File: src/design/assert_macros.svh
// Assertion macros shared by the RTL of the time request retry controller.
// Each macro expects a clock named clk and a synchronous reset named rst in scope.
`ifndef ASSERT_MACROS_SVH
`define ASSERT_MACROS_SVH

// Check that cons holds in every cycle in which ante holds.
`define TRC_ASSERT_IMP(label, ante, cons, msg) \
  label: assert property (@(posedge clk) disable iff (rst) (ante) |-> (cons)) \
    else $error(msg);

// Check that cond never holds.
`define TRC_ASSERT_NEVER(label, cond, msg) \
  label: assert property (@(posedge clk) disable iff (rst) !(cond)) \
    else $error(msg);

`endif

File: src/design/trc_pkg.sv
// Shared types and constants of the time request retry controller.
// No dependencies; used by trc_core and time_request_retry_controller.
package trc_pkg;

  localparam int ID_BITS_DEF = 16;

  localparam logic [31:0] SYNC_INTERVAL_RST   = 32'd3600000;
  localparam logic [31:0] REQUEST_TIMEOUT_RST = 32'd15000;
  localparam logic [31:0] RETRY_DELAY_RST     = 32'd3000;
  localparam logic [3:0]  MAX_ATTEMPTS_RST    = 4'd3;
  localparam logic [3:0]  ATTEMPT_CAP         = 4'd15;

  typedef enum logic [2:0] {
    OP_TICK       = 3'd0,
    OP_SESSION    = 3'd1,
    OP_ROUND      = 3'd2,
    OP_RESPONSE   = 3'd3,
    OP_DISCONNECT = 3'd4,
    OP_BEGIN      = 3'd5
  } trc_op_t;

  typedef enum logic [2:0] {
    CFG_SYNC_INTERVAL   = 3'd0,
    CFG_REQUEST_TIMEOUT = 3'd1,
    CFG_RETRY_DELAY     = 3'd2,
    CFG_MAX_ATTEMPTS    = 3'd3
  } trc_cfg_idx_t;

  typedef struct packed {
    logic [31:0] sync_interval;
    logic [31:0] request_timeout;
    logic [31:0] retry_delay;
    logic [3:0]  max_attempts;
  } trc_cfg_t;

  typedef struct packed {
    logic [2:0]  opcode;
    logic [31:0] now_ms;
    logic [15:0] peer_id;
    logic        peer_supported;
    logic        task_enabled;
    logic        has_synced;
    logic        send_ok;
    logic        is_time_response;
    logic [15:0] response_id;
    logic        response_ok;
  } trc_item_t;

  typedef struct packed {
    logic        session_ready;
    logic        session_supported;
    logic        peer_known;
    logic [15:0] current_peer;
    logic        success_peer_valid;
    logic [15:0] success_peer;
    logic        sync_needed;
    logic        outstanding;
    logic [31:0] started_time;
    logic [31:0] failed_time;
    logic        retry_pending;
    logic [3:0]  attempt_count;
    logic [31:0] success_age;
    logic [31:0] last_age_time;
  } trc_state_t;

  typedef struct packed {
    logic        send_request;
    logic [15:0] request_id;
    logic        cancel_request;
    logic [15:0] cancel_id;
    logic        trigger_now;
    logic        sync_done;
    logic        message_consumed;
    logic        needs_sync_flag;
    logic        busy_res;
    logic        retry_waiting;
  } trc_res_t;

endpackage

File: src/design/trc_core.sv
// Next-state and result logic for one event of the time request retry controller.
// Purely combinational; uses types from trc_pkg.
module trc_core #(
  parameter int ID_BITS = trc_pkg::ID_BITS_DEF
) (
  input  trc_pkg::trc_cfg_t   cfg,
  input  trc_pkg::trc_item_t  item,
  input  trc_pkg::trc_state_t st,
  input  logic [ID_BITS-1:0]  out_id,
  input  logic [ID_BITS-1:0]  next_id,
  output trc_pkg::trc_state_t st_next,
  output logic [ID_BITS-1:0]  out_id_next,
  output logic [ID_BITS-1:0]  next_id_next,
  output trc_pkg::trc_res_t   res
);

  localparam int CMP_W = (ID_BITS > 16) ? ID_BITS : 16;

  function automatic logic [15:0] id_low(input logic [ID_BITS-1:0] id);
    logic [CMP_W-1:0] ext;
    ext = CMP_W'(id);
    return ext[15:0];
  endfunction

  trc_pkg::trc_state_t s;
  trc_pkg::trc_res_t   r;
  logic [ID_BITS-1:0]  oid;
  logic [ID_BITS-1:0]  nid;
  logic [ID_BITS-1:0]  att_id;
  logic [31:0]         elapsed;
  logic [31:0]         room;
  logic [31:0]         aged;
  logic                timed_out;
  logic                retry_due;
  logic                peer_diff;
  logic                changed;
  logic                do_att;

  // Age of the last success, clamped at the interval.
  always_comb begin
    elapsed = item.now_ms - st.last_age_time;
    room    = cfg.sync_interval - st.success_age;
    if (st.success_age >= cfg.sync_interval) begin
      aged = cfg.sync_interval;
    end else begin
      aged = st.success_age + ((elapsed < room) ? elapsed : room);
    end
  end

  always_comb begin
    s         = st;
    r         = '0;
    oid       = out_id;
    nid       = next_id;
    att_id    = next_id;
    do_att    = 1'b0;
    timed_out = (item.now_ms - st.started_time) >= cfg.request_timeout;
    retry_due = 1'b0;
    peer_diff = !st.peer_known || (st.current_peer != item.peer_id);
    changed   = !st.session_ready || peer_diff || (!st.session_supported && item.peer_supported);

    case (item.opcode)
      trc_pkg::OP_TICK: begin
        if (item.has_synced) begin
          s.success_age = aged;
          if (aged == cfg.sync_interval) s.sync_needed = 1'b1;
        end
        s.last_age_time = item.now_ms;
        retry_due = (item.now_ms - st.failed_time) >= cfg.retry_delay;
        if (s.outstanding && timed_out) begin
          r.cancel_request = 1'b1;
          r.cancel_id      = id_low(oid);
          s.outstanding    = 1'b0;
          s.sync_needed    = 1'b1;
          s.failed_time    = item.now_ms;
          s.retry_pending  = s.attempt_count < cfg.max_attempts;
          // failure stamped now: zero elapsed since it
          retry_due        = (cfg.retry_delay == 32'd0);
        end
        if (!item.task_enabled) begin
          s.retry_pending = 1'b0;
        end else if (s.retry_pending && s.session_ready && s.session_supported && retry_due) begin
          s.retry_pending = 1'b0;
          do_att          = 1'b1;
        end
      end
      trc_pkg::OP_SESSION: begin
        if (item.has_synced) begin
          s.success_age = aged;
          if (aged == cfg.sync_interval) s.sync_needed = 1'b1;
        end
        s.last_age_time = item.now_ms;
        if (peer_diff || (st.session_supported && !item.peer_supported)) begin
          if (s.outstanding) begin
            s.sync_needed    = 1'b1;
            r.cancel_request = 1'b1;
            r.cancel_id      = id_low(oid);
          end
          s.outstanding   = 1'b0;
          s.retry_pending = 1'b0;
        end
        s.session_ready      = 1'b1;
        s.session_supported  = item.peer_supported;
        s.current_peer       = item.peer_id;
        s.peer_known         = 1'b1;
        if (!item.has_synced || !st.success_peer_valid || (st.success_peer != item.peer_id)) begin
          s.sync_needed = 1'b1;
        end
        r.trigger_now = changed && s.sync_needed && item.peer_supported && item.task_enabled;
      end
      trc_pkg::OP_ROUND: begin
        s.sync_needed = 1'b1;
        if (item.task_enabled && st.session_ready && st.session_supported &&
            !st.outstanding && !st.retry_pending) begin
          s.attempt_count = 4'd0;
          do_att          = 1'b1;
        end
      end
      trc_pkg::OP_RESPONSE: begin
        if (item.is_time_response && st.outstanding &&
            (CMP_W'(item.response_id) == CMP_W'(out_id))) begin
          r.message_consumed = 1'b1;
          s.outstanding      = 1'b0;
          if (!item.response_ok) begin
            r.cancel_request = 1'b1;
            r.cancel_id      = id_low(oid);
            s.sync_needed    = 1'b1;
            s.failed_time    = item.now_ms;
            s.retry_pending  = st.attempt_count < cfg.max_attempts;
          end else begin
            s.sync_needed        = 1'b0;
            s.retry_pending      = 1'b0;
            s.success_peer       = st.current_peer;
            s.success_peer_valid = st.peer_known;
            s.success_age        = 32'd0;
            s.last_age_time      = item.now_ms;
            r.sync_done          = 1'b1;
          end
        end
      end
      trc_pkg::OP_DISCONNECT: begin
        if (st.outstanding) begin
          s.sync_needed    = 1'b1;
          r.cancel_request = 1'b1;
          r.cancel_id      = id_low(oid);
        end
        s.outstanding       = 1'b0;
        s.retry_pending     = 1'b0;
        s.session_ready     = 1'b0;
        s.session_supported = 1'b0;
      end
      trc_pkg::OP_BEGIN: begin
        if (item.task_enabled) s.last_age_time = item.now_ms;
      end
      default: begin
      end
    endcase

    // A new attempt always comes last in its event; it takes an id even if the send fails.
    if (do_att) begin
      if (s.attempt_count < trc_pkg::ATTEMPT_CAP) s.attempt_count = s.attempt_count + 4'd1;
      att_id = nid;
      nid    = nid + ID_BITS'(1);
      if (!item.send_ok) begin
        if (s.outstanding) begin
          r.cancel_request = 1'b1;
          r.cancel_id      = id_low(oid);
        end
        s.outstanding   = 1'b0;
        s.sync_needed   = 1'b1;
        s.failed_time   = item.now_ms;
        s.retry_pending = s.attempt_count < cfg.max_attempts;
      end else begin
        s.outstanding  = 1'b1;
        oid            = att_id;
        s.started_time = item.now_ms;
        r.send_request = 1'b1;
        r.request_id   = id_low(att_id);
      end
    end

    r.needs_sync_flag = s.sync_needed;
    r.busy_res        = s.outstanding;
    r.retry_waiting   = s.retry_pending;

    st_next      = s;
    res          = r;
    out_id_next  = oid;
    next_id_next = nid;
  end

endmodule

File: src/design/time_request_retry_controller.sv
// Top level of the time request retry controller: handshakes, registers, state.
// Depends on trc_pkg, trc_core and assert_macros.svh.
//
// Usage:
//   Input channel: in_valid with the event fields, in_stall back to the sender.
//   An event is taken at a clock edge with in_valid high and in_stall low.
//   Output channel: out_valid with one result per event, out_stall from the
//   receiver; a result is taken at an edge with out_valid high, out_stall low.
//   Configuration: cfg_valid/cfg_ready with cfg_index and cfg_data; cfg_ready
//   is always high. Write only while no event is in flight.
//   Path: an event is held in the input register, then its result word in the
//   result register. Throughput: one event per cycle while out_stall stays
//   low, set by the single-pass update of the controller state between
//   those registers.
//   Stall: while a result waits, one more event is taken into the input
//   register; after that in_stall rises until the result is taken.
//   Reset (rst, synchronous): empties both registers, loads the default
//   configuration and clears all controller state, ids included.
module time_request_retry_controller #(
  parameter int ID_BITS = trc_pkg::ID_BITS_DEF
) (
  input  logic        clk,
  input  logic        rst,
  input  logic        in_valid,
  output logic        in_stall,
  input  logic [2:0]  opcode,
  input  logic [31:0] now_ms,
  input  logic [15:0] peer_id,
  input  logic        peer_supported,
  input  logic        task_enabled,
  input  logic        has_synced,
  input  logic        send_ok,
  input  logic        is_time_response,
  input  logic [15:0] response_id,
  input  logic        response_ok,
  output logic        out_valid,
  input  logic        out_stall,
  output logic        send_request,
  output logic [15:0] request_id,
  output logic        cancel_request,
  output logic [15:0] cancel_id,
  output logic        trigger_now,
  output logic        sync_done,
  output logic        message_consumed,
  output logic        needs_sync_flag,
  output logic        busy_res,
  output logic        retry_waiting,
  input  logic        cfg_valid,
  output logic        cfg_ready,
  input  logic [2:0]  cfg_index,
  input  logic [31:0] cfg_data
);

`include "assert_macros.svh"

  trc_pkg::trc_cfg_t   cfg;
  trc_pkg::trc_state_t st;
  trc_pkg::trc_state_t st_next;
  logic [ID_BITS-1:0]  out_id;
  logic [ID_BITS-1:0]  out_id_next;
  logic [ID_BITS-1:0]  next_id;
  logic [ID_BITS-1:0]  next_id_next;
  trc_pkg::trc_item_t  item;
  logic                in_full;
  trc_pkg::trc_res_t   res_next;
  trc_pkg::trc_res_t   res;
  logic                out_full;
  logic                advance;
  logic                in_take;

  assign cfg_ready = 1'b1;

  // Move the held event into the result register when that register frees up.
  assign advance  = in_full && (!out_full || !out_stall);
  assign in_stall = in_full && !advance;
  assign in_take  = in_valid && !in_stall;

  always_ff @(posedge clk) begin
    if (rst) begin
      cfg.sync_interval   <= trc_pkg::SYNC_INTERVAL_RST;
      cfg.request_timeout <= trc_pkg::REQUEST_TIMEOUT_RST;
      cfg.retry_delay     <= trc_pkg::RETRY_DELAY_RST;
      cfg.max_attempts    <= trc_pkg::MAX_ATTEMPTS_RST;
    end else if (cfg_valid && cfg_ready) begin
      unique case (cfg_index)
        trc_pkg::CFG_SYNC_INTERVAL:   cfg.sync_interval   <= cfg_data;
        trc_pkg::CFG_REQUEST_TIMEOUT: cfg.request_timeout <= cfg_data;
        trc_pkg::CFG_RETRY_DELAY:     cfg.retry_delay     <= cfg_data;
        trc_pkg::CFG_MAX_ATTEMPTS:    cfg.max_attempts    <= cfg_data[3:0];
        default: begin
        end
      endcase
    end
  end

  always_ff @(posedge clk) begin
    if (rst) begin
      in_full <= 1'b0;
    end else if (in_take) begin
      in_full <= 1'b1;
    end else if (advance) begin
      in_full <= 1'b0;
    end
  end

  always_ff @(posedge clk) begin
    if (in_take) begin
      item.opcode           <= opcode;
      item.now_ms           <= now_ms;
      item.peer_id          <= peer_id;
      item.peer_supported   <= peer_supported;
      item.task_enabled     <= task_enabled;
      item.has_synced       <= has_synced;
      item.send_ok          <= send_ok;
      item.is_time_response <= is_time_response;
      item.response_id      <= response_id;
      item.response_ok      <= response_ok;
    end
  end

  trc_core #(
    .ID_BITS(ID_BITS)
  ) u_core (
    .cfg         (cfg),
    .item        (item),
    .st          (st),
    .out_id      (out_id),
    .next_id     (next_id),
    .st_next     (st_next),
    .out_id_next (out_id_next),
    .next_id_next(next_id_next),
    .res         (res_next)
  );

  always_ff @(posedge clk) begin
    if (rst) begin
      st      <= '0;
      out_id  <= '0;
      next_id <= '0;
    end else if (advance) begin
      st      <= st_next;
      out_id  <= out_id_next;
      next_id <= next_id_next;
    end
  end

  always_ff @(posedge clk) begin
    if (rst) begin
      out_full <= 1'b0;
    end else if (advance) begin
      out_full <= 1'b1;
    end else if (!out_stall) begin
      out_full <= 1'b0;
    end
  end

  always_ff @(posedge clk) begin
    if (advance) res <= res_next;
  end

  assign out_valid        = out_full;
  assign send_request     = res.send_request;
  assign request_id       = res.request_id;
  assign cancel_request   = res.cancel_request;
  assign cancel_id        = res.cancel_id;
  assign trigger_now      = res.trigger_now;
  assign sync_done        = res.sync_done;
  assign message_consumed = res.message_consumed;
  assign needs_sync_flag  = res.needs_sync_flag;
  assign busy_res         = res.busy_res;
  assign retry_waiting    = res.retry_waiting;

  `TRC_ASSERT_NEVER(a_busy_xor_retry, st.outstanding && st.retry_pending,
                    "request outstanding while a retry waits")
  `TRC_ASSERT_IMP(a_send_busy, out_full && res.send_request, res.busy_res,
                  "send without an outstanding request")
  `TRC_ASSERT_IMP(a_done_clean, out_full && res.sync_done,
                  res.message_consumed && !res.busy_res && !res.retry_waiting &&
                  !res.needs_sync_flag, "success leaves stale state")
  `TRC_ASSERT_IMP(a_send_id_taken, advance && res_next.send_request,
                  next_id_next != next_id, "request sent without taking an id")

endmodule
File: config.mk
export PLATFORM = sky130hd
export DESIGN_NAME = time_request_retry_controller
export DESIGN_NICKNAME = d
export VERILOG_FILES = /design/src/design/trc_pkg.sv /design/src/design/trc_core.sv /design/src/design/time_request_retry_controller.sv
export VERILOG_INCLUDE_DIRS = /design/src /design/src/design
export SDC_FILE = /design/constraint.sdc
export NUM_CORES = 1
export LEC_CHECK = 0
export BUFFER_PORTS_ARGS = -buffer_cell sky130_fd_sc_hd__buf_2
export CAP_MARGIN = 20
export CORE_ASPECT_RATIO = 0.7
export CORE_UTILIZATION = 61
export CTS_BUF_LIST = sky130_fd_sc_hd__clkbuf_8 sky130_fd_sc_hd__clkbuf_16
export CTS_CLUSTER_SIZE = 40
export DETAILED_ROUTE_END_ITERATION = 7
export GPL_ROUTABILITY_DRIVEN = 1
export PLACE_DENSITY_LB_ADDON = 0.2
export SYNTH_ARGS = -nofsm -noshare
export SYNTH_HDL_FRONTEND = slang
export SYNTH_SLANG_ARGS = --single-unit
File: constraint.sdc
create_clock -name clk -period 10.1 [get_ports clk]
set_input_delay 1.515 -clock clk [delete_from_list [all_inputs] [get_ports clk]]
set_output_delay 1.515 -clock clk [all_outputs]
set_load 0.01 [all_outputs]
## Word level (Yosys, flattened, before mapping)

Cells that the tools add are included.

| cells by class | value |
|---|---|
| $add $sub $neg | 7 |
| reduce and logical (&&, ||, !) cells | 58 |
| multiplexer cells | 62 |
| eq/ne operators | 17 |
| magnitude comparators | 7 |

Operators with widths:

| cell | number |
|---|---|
| $mux W32 | 6 |
| $mux W17 | 9 |
| $mux W33 | 4 |
| $mux W64 | 2 |
| $pmux W32 S2 | 2 |
| $sub A32 B32 Y32 | 4 |
| $ge A32 B32 Y1 | 3 |
| $pmux W32 S3 | 1 |
| $mux W71 | 1 |
| $pmux W17 S4 | 1 |
| $add A32 B32 Y32 | 1 |
| $eq A32 B32 Y1 | 1 |
| $logic_not A32 Y1 | 1 |
| $lt A32 B32 Y1 | 1 |
| $ne A16 B16 Y1 | 2 |
| $mux W1 | 24 |
| $logic_and A1 B1 Y1 | 18 |
| $reduce_and A2 Y1 | 9 |
| $add A16 B1 Y16 const B | 1 |
| $eq A16 B16 Y1 | 1 |
| $mux W4 | 4 |
| $eq A3 B2 Y1 const B | 4 |
| $logic_not A1 Y1 | 12 |
| $reduce_and A5 Y1 | 2 |
| other kinds (19) | 37 |

| storage, ports and cells | value |
|---|---|
| flip-flop bits (word level) | 418 |
| logic and storage cells | 193 |
| bits of input ports | 113 |
| output and inout port bits | 43 |

## Longest topological paths before layout

Gate-level depths: netlist of run 1.

| depth | value |
|---|---|
| word-level depth | 15 |
| depth in mapped cells | 38 |
| gate-level depth less buffers | 35 |

## Hierarchy

Synthesis of run 1 repeated with hierarchy kept, for this count alone.

| second synthesis, totals | value |
|---|---|
| cells, all modules | 3838 |
| area, all modules | 32787.7 um^2 |

By module, submodules not included:

| module | times used | sequential area each (um^2) | cells each | area an instance (um^2) |
|---|---|---|---|---|
| time_request_retry_controller | 1 | 9499.1 | 1388 | 16469.5 |
| trc_core | 1 | 0.0 | 2450 | 16318.2 |

## Least setup slack after synthesis of run 1

OpenSTA, ideal clock, no wires.

| timing path | value |
|---|---|
| path type | register to register |
| start | register item[38] (netlist name) |
| end | register res, in the netlist needs_sync_flag (data pin) |
| setup time | 146 ps |
| arrival | 7601 ps |
| cell stages (with the launch flop) | 36 |
| path buffers | 2 |
| required time | 9954 ps |
| slack | 2353 ps |
| clock period less this slack | 7747 ps |
| cells stage by stage | edfxtp_1 > inv_1 > ha_1 > inv_1 > fa_1 > a21o_1 > a21oi_1 > o21a_1 > o21ai_0 > a31o_2 > a221oi_1 > o221ai_1 > o41ai_1 > o21ai_0 > xnor2_1 > inv_1 > ha_1 > a21o_1 > a21oi_1 > o21a_1 > buf_1 > nor2_1 > a21o_1 > ha_1 > clkbuf_1 > a21o_1 > a221o_1 > o21ai_1 > and2_1 > xnor3_1 > or4_1 > nor4_1 > nand4_1 > o21ai_1 > o31ai_1 > a21oi_1 |

RTL lines:

| element | RTL line | text |
|---|---|---|
| end signal, assigned | time_request_retry_controller.sv:158 | `if (advance) res <= res_next;` |
| end, declared | time_request_retry_controller.sv:66 | `trc_pkg::trc_res_t res;` |

## Final worst setup path of run 1

| timing path | value |
|---|---|
| start | register item[38] (netlist name) |
| end | register res, in the netlist trigger_now (data pin) |

| between the ends | value |
|---|---|
| word-level cells in the longest chain between the ends | 15 |

Ends and longest elaborated chain:

| element | RTL line | text |
|---|---|---|
| $sub A32 B32 Y32 (*) | trc_core.sv:41 | `elapsed = item.now_ms - st.last_age_time;` |
| $lt A32 B32 Y1 | trc_core.sv:46 | `aged = st.success_age + ((elapsed < room) ? elapsed : room);` |
| $mux W32 (*) | trc_core.sv:46 |  |
| $add A32 B32 Y32 (*) | trc_core.sv:46 |  |
| $mux W32 (*) | trc_core.sv:43 | `if (st.success_age >= cfg.sync_interval) begin` |
| $eq A32 B32 Y1 (*) | trc_core.sv:90 | `if (aged == cfg.sync_interval) s.sync_needed = 1'b1;` |
| $mux W1 (*) | trc_core.sv:90 |  |
| $mux W1 (*) | trc_core.sv:88 | `if (item.has_synced) begin` |
| $mux W1 | trc_core.sv:94 | `if (s.outstanding) begin` |
| $mux W2 (*) | trc_core.sv:93 | `if (peer_diff \|\| (st.session_supported && !item.peer_supported)) begin` |
| $mux W1 (*) | trc_core.sv:106 | `if (!item.has_synced \|\| !st.success_peer_valid \|\| (st.success_peer != item.peer_id)) begin` |
| $mux W1 (*) | trc_core.sv:62 | `case (item.opcode)` |
| $logic_and A1 B1 Y1 (*) (3 in series) | trc_core.sv:109 | `r.trigger_now = changed && s.sync_needed && item.peer_supported && item.task_enabled;` |

Mark *: on every way between the ends. The rest lies on a longest branch, timed or not. The select of a mux whose other input is x is not followed.
A chain may end at the register's enable or synchronous reset.

==> flow_metrics.env, run 1 <==
export IMPL_synth_async_reset_ratio_pct=0
export IMPL_place_area_um2=29500
export IMPL_cts_tree="done"
export IMPL_hold_buffers=0
export IMPL_syn_area_um2=28100
export IMPL_fp_dieW_um=258
export IMPL_dr_pass1_iters=6
export IMPL_cp_end_kind="flop"
export IMPL_synth_seq_cells=418
export IMPL_wl_um=84100
export IMPL_nets=3854
export IMPL_dieArea_um2=46900
export IMPL_htreeDepth=2
export IMPL_busiest_layer="met1"
export IMPL_synth_edf_count=113
export IMPL_cts_root_buf="clkbuf_16"
export IMPL_hpwlAfterDp_um=64300
export IMPL_syn_num_nets=3724
export IMPL_dp_cells=4025
export IMPL_slowest_stage="or4_1"
export IMPL_rsz0062_at_grt="false"
export IMPL_outcome="finished, final reports clean"
export IMPL_wl_per_cell_um=20.5
export IMPL_ir_drop_uv=177
export IMPL_postCtsSetupBuffers=0
export IMPL_fin_area_um2=31000
export IMPL_p_leak_nw=12.4
export IMPL_post_route_drc_count=0
export IMPL_startpoint_type="flop"
export IMPL_drive_gt1_share_pct=9.19
export IMPL_pre_cts_slack_ps=707
export IMPL_power_mw=4.98
export IMPL_clk_latency_ps=570
export IMPL_p_seq_share_pct=36.5
export IMPL_grt_first_pass_wirelength_um=131000
export IMPL_swShare_pct=34.2
export IMPL_power_frac_comb_pct=31.6
export IMPL_port_buffers=154
export IMPL_slew_limit_headroom_pct=25.5
export IMPL_clockPowerShare_pct=31.9
export IMPL_antenna_found_initial=2
export IMPL_grt_pass1_vias=23560
export IMPL_die_h_um=181
export IMPL_grtUsageMet3_pct=7.17
export IMPL_yosysWarnings=0
export IMPL_hold_path_class="flop to flop"
export IMPL_mostFrequentLayoutCell="nand2_1"
export IMPL_setup_viol=0
export IMPL_final_cell_mix="nand2_1 (418), nor2_1 (314), dfxtp_1 (305), a21oi_1 (303), ha_1 (267)"
export IMPL_grt_usage_pct=35.2
export IMPL_intPower_mw=3.28
export IMPL_coreArea_um2=45200
export IMPL_synthFlopType="dfxtp_1"
export IMPL_clkSlewWorstSetupHoldPaths_ps=70
export IMPL_post_route_period_util_pct=93.4
export IMPL_switchingPower_mw=1.70
export IMPL_skew_ps=29.9
export IMPL_std_cell_rows=65
export IMPL_met2_usage_pct=51.4
export IMPL_gp_congestion=1.01
export IMPL_crit_path_max_fanout=36
export IMPL_grt_max_degree=105
export IMPL_syn_to_final_growth_pct=10.4
export IMPL_maxCapViolCount=0
export IMPL_use_met1_pct=52.8
export IMPL_critPathArrivalTime_ps=9860
export IMPL_worst_pin_slew_ps=1110
export IMPL_ant_nets=0
export IMPL_start_util_pct=62.1
export IMPL_final_core_util_pct=68.5
export IMPL_synth_cell_type_count=90
export IMPL_finalHoldViolCount=0
export IMPL_fin_crit_ps=9440
export IMPL_boundaryPins=156
export IMPL_crit_top_cell="buf_4"
export IMPL_cts_sinks=418
export IMPL_max_freq_mhz=106
export IMPL_required_ps=10520
export IMPL_critPathKind="flop to flop"
export IMPL_drt_initial_drc_count=2829
export IMPL_fin_cells=4108
export IMPL_fin_setup_tns_ps=0
export IMPL_seq_area_frac_synth_pct=33.8
export IMPL_cts_resized=0
export IMPL_cts_max_path_buffers=3
export IMPL_cts_buffers_inserted=42
export IMPL_detail_route_vias_per_cell=6.11
export IMPL_n_fill_cell=3597
export IMPL_p_per_area_nw_per_um2=161
export IMPL_drv_slew=0
export IMPL_num_vias=25093
export IMPL_cpPeakStageDelay_ps=570
export IMPL_holdWs_ps=457
export IMPL_setup_ws_ps=664
export IMPL_cp_num_buf_inv=8
export IMPL_postSynthCellCount=3339
export IMPL_cp_top_family="compound AO/OA/AOI/OAI gates"
export IMPL_overflow=0
export IMPL_synth_avg_cell_area_um2=8.41
power groups by stage:
stage | logic (mW) | clock network (mW) | registers [mW]
finish | 1.58 | 1.59 | 1.82
CTS | 1.53 | 1.60 | 1.82
global route | 1.71 | 1.67 | 1.82
global placement | 1.50 | 0 | 1.85
floorplan | 1.06 | 0 | 1.84
detailed placement | 1.51 | 0 | 1.85
state kept, by name (all words and copies together), names as in the netlist:
register          flops
cancel_id            16
needs_sync_flag       1
message_consumed      1
item                 73
st                  171
cfg                 100
send_request          1
busy_res              1
sync_done             1
retry_waiting         1
out_valid             1
in_full               1
cancel_request        1
out_id               16
request_id           16
trigger_now           1
next_id              16
kinds of logic (layout without fill, tap and decap cells):
group / Yosys count / in the layout / synth area share [%]
AO/OA/AOI/OAI: 796 / 796 / 18.0
XOR/XNOR: 216 / 216 / 7.29
adder cells (fa/ha/maj): 272 / 272 / 12.3
buffers and inverters: 377 / 541 / 5.26
flip-flops: 418 / 418 / 33.8
multiplexers: 144 / 144 / 5.17
other: 1 / 3 / 0.0134
AND/OR/NAND/NOR: 1115 / 1115 / 18.1
synthesized netlist by cell type (all sizes together) (8+ instances only):
cell type  number  share of area (%)
a21oi         305                5.5
edfxtp        113                 12
a2111oi         9               0.31
nand4          35               0.78
or3            18               0.40
buf            22               0.52
a22oi           8               0.21
a31oi          14               0.33
o41ai           9               0.28
and2           21               0.47
nor3           42               0.77
clkbuf        107                1.4
nor2b          38               0.85
xnor2         128                4.0
nor2          316                4.2
o21ai         130                2.3
a211o           9               0.28
nand2b         34               0.76
ha            267                 12
a31o           12               0.37
o2111ai         9               0.28
mux2i         137                4.9
nand2         419                5.6
a211oi         32               0.87
or2             8               0.18
nand3          70                1.2
o31ai          11               0.29
a21boi          8               0.21
a21o           93                2.5
nor4           32               0.71
xor2           77                2.4
and3           42               0.94
xnor3           9               0.72
inv           248                3.3
dfxtp         305                 22
o211ai         33               0.88
o21a           31               0.83
or4             8               0.21
o21bai         20               0.53
cell type report:
| cell class | count | area (um^2) | area share [%] |
|---|---|---|---|
| clock buffer | 48 | 1170 | 3.77 |
| timing repair buffer | 215 | 1280 | 4.12 |
| antenna | 2 | 5.00 | 0.0161 |
| sequential | 418 | 9500 | 30.6 |
| inverter | 248 | 931 | 3.00 |
| tap | 603 | 754 | 2.43 |
| multi-input combinational | 2544 | 17100 | 55.3 |
| clock inverter | 30 | 224 | 0.723 |
metal layers:
layer	routed length [um]	vias up
met5	0	-
met4	1770	0
met3	8160	129
met2	34900	1048
met1	39200	11881
li1	-	12035
worst register-to-register path: cells and delay by family (launching register included):
family,cells,cell delay [ps]
muxes,1,360
and+or+nand+nor,6,1660
xor gates and xnor gates,1,230
AOI/OAI and AO/OA,17,3890
DFF,1,450
buffers and inverters,8,1250
adders and majority gates,4,1440
worst paths after layout:
check                start          end  slack [ps]  cells after the start
setup / recovery  item[38]  trigger_now         660                     37
hold / removal     cfg[61]      cfg[61]         460                      2
setup reg to reg  item[38]  trigger_now         660                     37
hold reg to reg    cfg[61]      cfg[61]         460                      2
Power figures use the tool's default switching activity.
==> run 2: changes to the inputs <==
Settings changed: SLEW_MARGIN from default to 10, SYNTH_HIERARCHICAL from default to 1.
==> run 2 against run 1 <==
Against the previous run: non-clock buffer count fell by 41; highest routed layer unchanged; synthesized cell count rose by 15%; area after synthesis rose by 17%; routed wire length rose by 8.6%; count of clock-buffer cells in the layout rose by 2; sequential power barely moved; setup slack improved by 29 ps; global-route usage fell by 2.5 points.
==> flow_metrics.env, run 2 <==
export IMPL_setup_viol=0
export IMPL_port_buffers=154
export IMPL_max_freq_mhz=106
export IMPL_largest_reg_flops=171
export IMPL_detail_route_vias_per_cell=5.93
export IMPL_min_path_cells=2
export IMPL_post_route_drc_count=0
export IMPL_boundaryPins=156
export IMPL_hold_buffers=0
export IMPL_regMostFlops="st"
export IMPL_min_to="st[103]"
export IMPL_r2r_end="st[134]"
export IMPL_n_fill_cell=4352
export IMPL_top_regs="st: 171 flops, cfg: 100 flops, item: 73 flops"
export IMPL_synth_avg_cell_area_um2=8.54
export IMPL_yosysTopAreaCellShare_pct=18.6
export IMPL_cts_tree="done"
export IMPL_maxCapViolCount=0
export IMPL_p_leak_nw=14.1
export IMPL_hold_path_class="flop to flop"
export IMPL_wl_um=91300
export IMPL_grt_usage_pct=32.8
export IMPL_die_h_um=196
export IMPL_slew_limit_headroom_pct=16.6
export IMPL_syn_to_final_growth_pct=7.87
export IMPL_cpPeakStageDelay_ps=620
export IMPL_nets=4268
export IMPL_hpwlAfterDp_um=69100
export IMPL_skew_ps=33.8
export IMPL_syn_area_um2=32800
export IMPL_crit_top_cell="a21oi_1"
export IMPL_synthFlopType="dfxtp_1"
export IMPL_drive_gt1_share_pct=8.45
export IMPL_required_ps=10620
export IMPL_clkSlewWorstSetupHoldPaths_ps=60
export IMPL_postSynthCellCount=3838
export IMPL_yosys_top_cells_area="dfxtp_1 (19%), mux2i_1 (11%), edfxtp_1 (10%), nand2b_1 (10%), ha_1 (10%)"
export IMPL_r2r_start="st[33]"
export IMPL_ff2ff_setup_slack_ps=690
export IMPL_htreeDepth=2
export IMPL_gp_congestion=0.995
export IMPL_place_area_um2=33900
export IMPL_worst_pin_slew_ps=1240
export IMPL_critPathKind="flop to flop"
export IMPL_num_vias=27505
export IMPL_dieArea_um2=54700
export IMPL_crit_path_max_fanout=33
export IMPL_hold_start="st[103]"
export IMPL_std_cell_rows=70
export IMPL_drv_slew=0
export IMPL_cts_max_path_buffers=3
export IMPL_synth_edf_count=113
export IMPL_outcome="finished, final reports clean"
export IMPL_finalHoldViolCount=0
export IMPL_synth_seq_cells=418
export IMPL_p_per_area_nw_per_um2=149
export IMPL_fin_cells=4640
export IMPL_wl_per_cell_um=19.7
export IMPL_cts_buffers_inserted=44
export IMPL_fp_dieW_um=279
export IMPL_dp_cells=4557
export IMPL_synth_commonest_cells="nand2b_1 (540), mux2i_1 (348), nand2_1 (318)"
export IMPL_synth_cell_type_count=102
export IMPL_antenna_found_initial=1
export IMPL_cp_end_kind="flop"
export IMPL_rsz0062_at_grt="false"
export IMPL_post_route_period_util_pct=93.1
export IMPL_fin_crit_ps=9410
export IMPL_slowest_stage="a2111oi_2"
export IMPL_start_util_pct=62.3
export IMPL_grt_pass1_vias=24951
export IMPL_clk_latency_ps=600
export IMPL_grt_max_degree=225
export IMPL_drt_initial_drc_count=2649
export IMPL_holdWs_ps=472
export IMPL_critPathArrivalTime_ps=9930
export IMPL_seq_area_frac_synth_pct=29.0
export IMPL_overflow=0
export IMPL_fin_area_um2=35400
export IMPL_cts_sinks=418
export IMPL_synth_most_common_cell="nand2b_1"
export IMPL_ir_drop_uv=152
export IMPL_fin_setup_tns_ps=0
export IMPL_yosysWarnings=6
export IMPL_synth_largest_area_cell="dfxtp_1"
export IMPL_final_cell_mix="nand2b_1 (540), mux2i_1 (348), nand2_1 (318), dfxtp_1 (305), ha_1 (267)"
export IMPL_synth_async_reset_ratio_pct=0
export IMPL_ant_nets=0
export IMPL_dr_pass1_iters=6
export IMPL_grt_first_pass_wirelength_um=142000
export IMPL_power_mw=5.26
export IMPL_mostFrequentLayoutCell="nand2b_1"
export IMPL_syn_num_nets=4223
export IMPL_coreArea_um2=52600
export IMPL_startpoint_type="flop"
export IMPL_reg2reg_depth=36
export IMPL_cts_root_buf="clkbuf_16"
==> run 2: cell count changes after synthesis, moves of 17 or more <==
cell      before  now
buf_2          5   37
nand2_1      418  318
buf_4          7   25
mux2i_1      137  348
nand2b_1      34  540
o21ai_0      120  226
nor2_1       316  167
mux2_2         6   29
a21oi_1      303  169
o211ai_1      33   16
==> run 2: worst max-delay path, delay by kind of cell, from the launching register on <==
family / cells / cell delay [ps]
flops: 1 / 480
compound gates: 14 / 3910
xor+xnor: 1 / 260
fa+ha+maj: 4 / 1080
simple gates: 12 / 2550
buf+inv: 2 / 330
mux: 3 / 730
==> run 2: stage by stage <==
stage | util, % | setup slack (ps)
CTS | 67.2 | 878
detailed placement | 64.4 | 898
global placement | 64.4 | 1030
floorplan | - | 2580
global route | 67.2 | 2.68
finish | 67.2 | 693
==> run 2: area by class of cell <==
type	count	area [um^2]	area share (%)
Sequential cell	418	9500	26.9
Timing Repair Buffer	174	968	2.74
Antenna cell	1	2.50	0.00708
Clock buffer	50	1180	3.35
Multi-Input combinational cell	2994	21600	61.0
Clock inverter	32	304	0.860
Inverter	251	942	2.66
Tap cell	720	901	2.55
==> run 2: kinds of logic after synthesis <==
family | after synthesis | share of synthesized area (%)
AO/OA/AOI/OAI | 757 | 15.0
XOR/XNOR | 223 | 6.17
adder cells (fa/ha/maj) | 272 | 10.5
buffers and inverters | 426 | 5.44
flip-flops | 418 | 29.0
multiplexers | 377 | 11.6
other | 1 | 0.0114
AND/OR/NAND/NOR | 1364 | 22.3
==> run 2: timing repair <==
action	in CTS	in global routing
gates resized for setup	0	1
setup endpoints to repair	0	3
setup buffers	0	0
==> run 2: how the worst max path moves through the flow <==
stage | slack [ps] | to | startpoint | depth (start not counted)
global route | 3 | st[134] | item[47] | 37
detailed placement | 900 | st[134] | item[47] | 36
floorplan | 2580 | st[134] | item[47] | 38
CTS | 880 | st[134] | item[47] | 36
global placement | 1030 | st[134] | item[47] | 36
finish | 690 | st[134] | st[33] | 36
==> run 2: per-layer routing <==
metal / vias to the layer above / track usage, % / wire length, um / part of all wire, %
met1: 12929 / 51.1 / 44900 / 49
li1: 13478 / - / - / -
met3: 86 / 4.89 / 7890 / 8.6
met4: 0 / 6.35 / 1400 / 1.5
met5: - / 0 / 0 / 0
met2: 1012 / 47.3 / 37100 / 41
==> run 2: report_power, final <==
part           switching [mW]  leakage (nW)  internal, mW
Combinational            1.05          9.79         0.694
Sequential             0.0506          3.54          1.77
Clock                   0.745         0.750         0.954
Total                    1.85          14.1          3.41
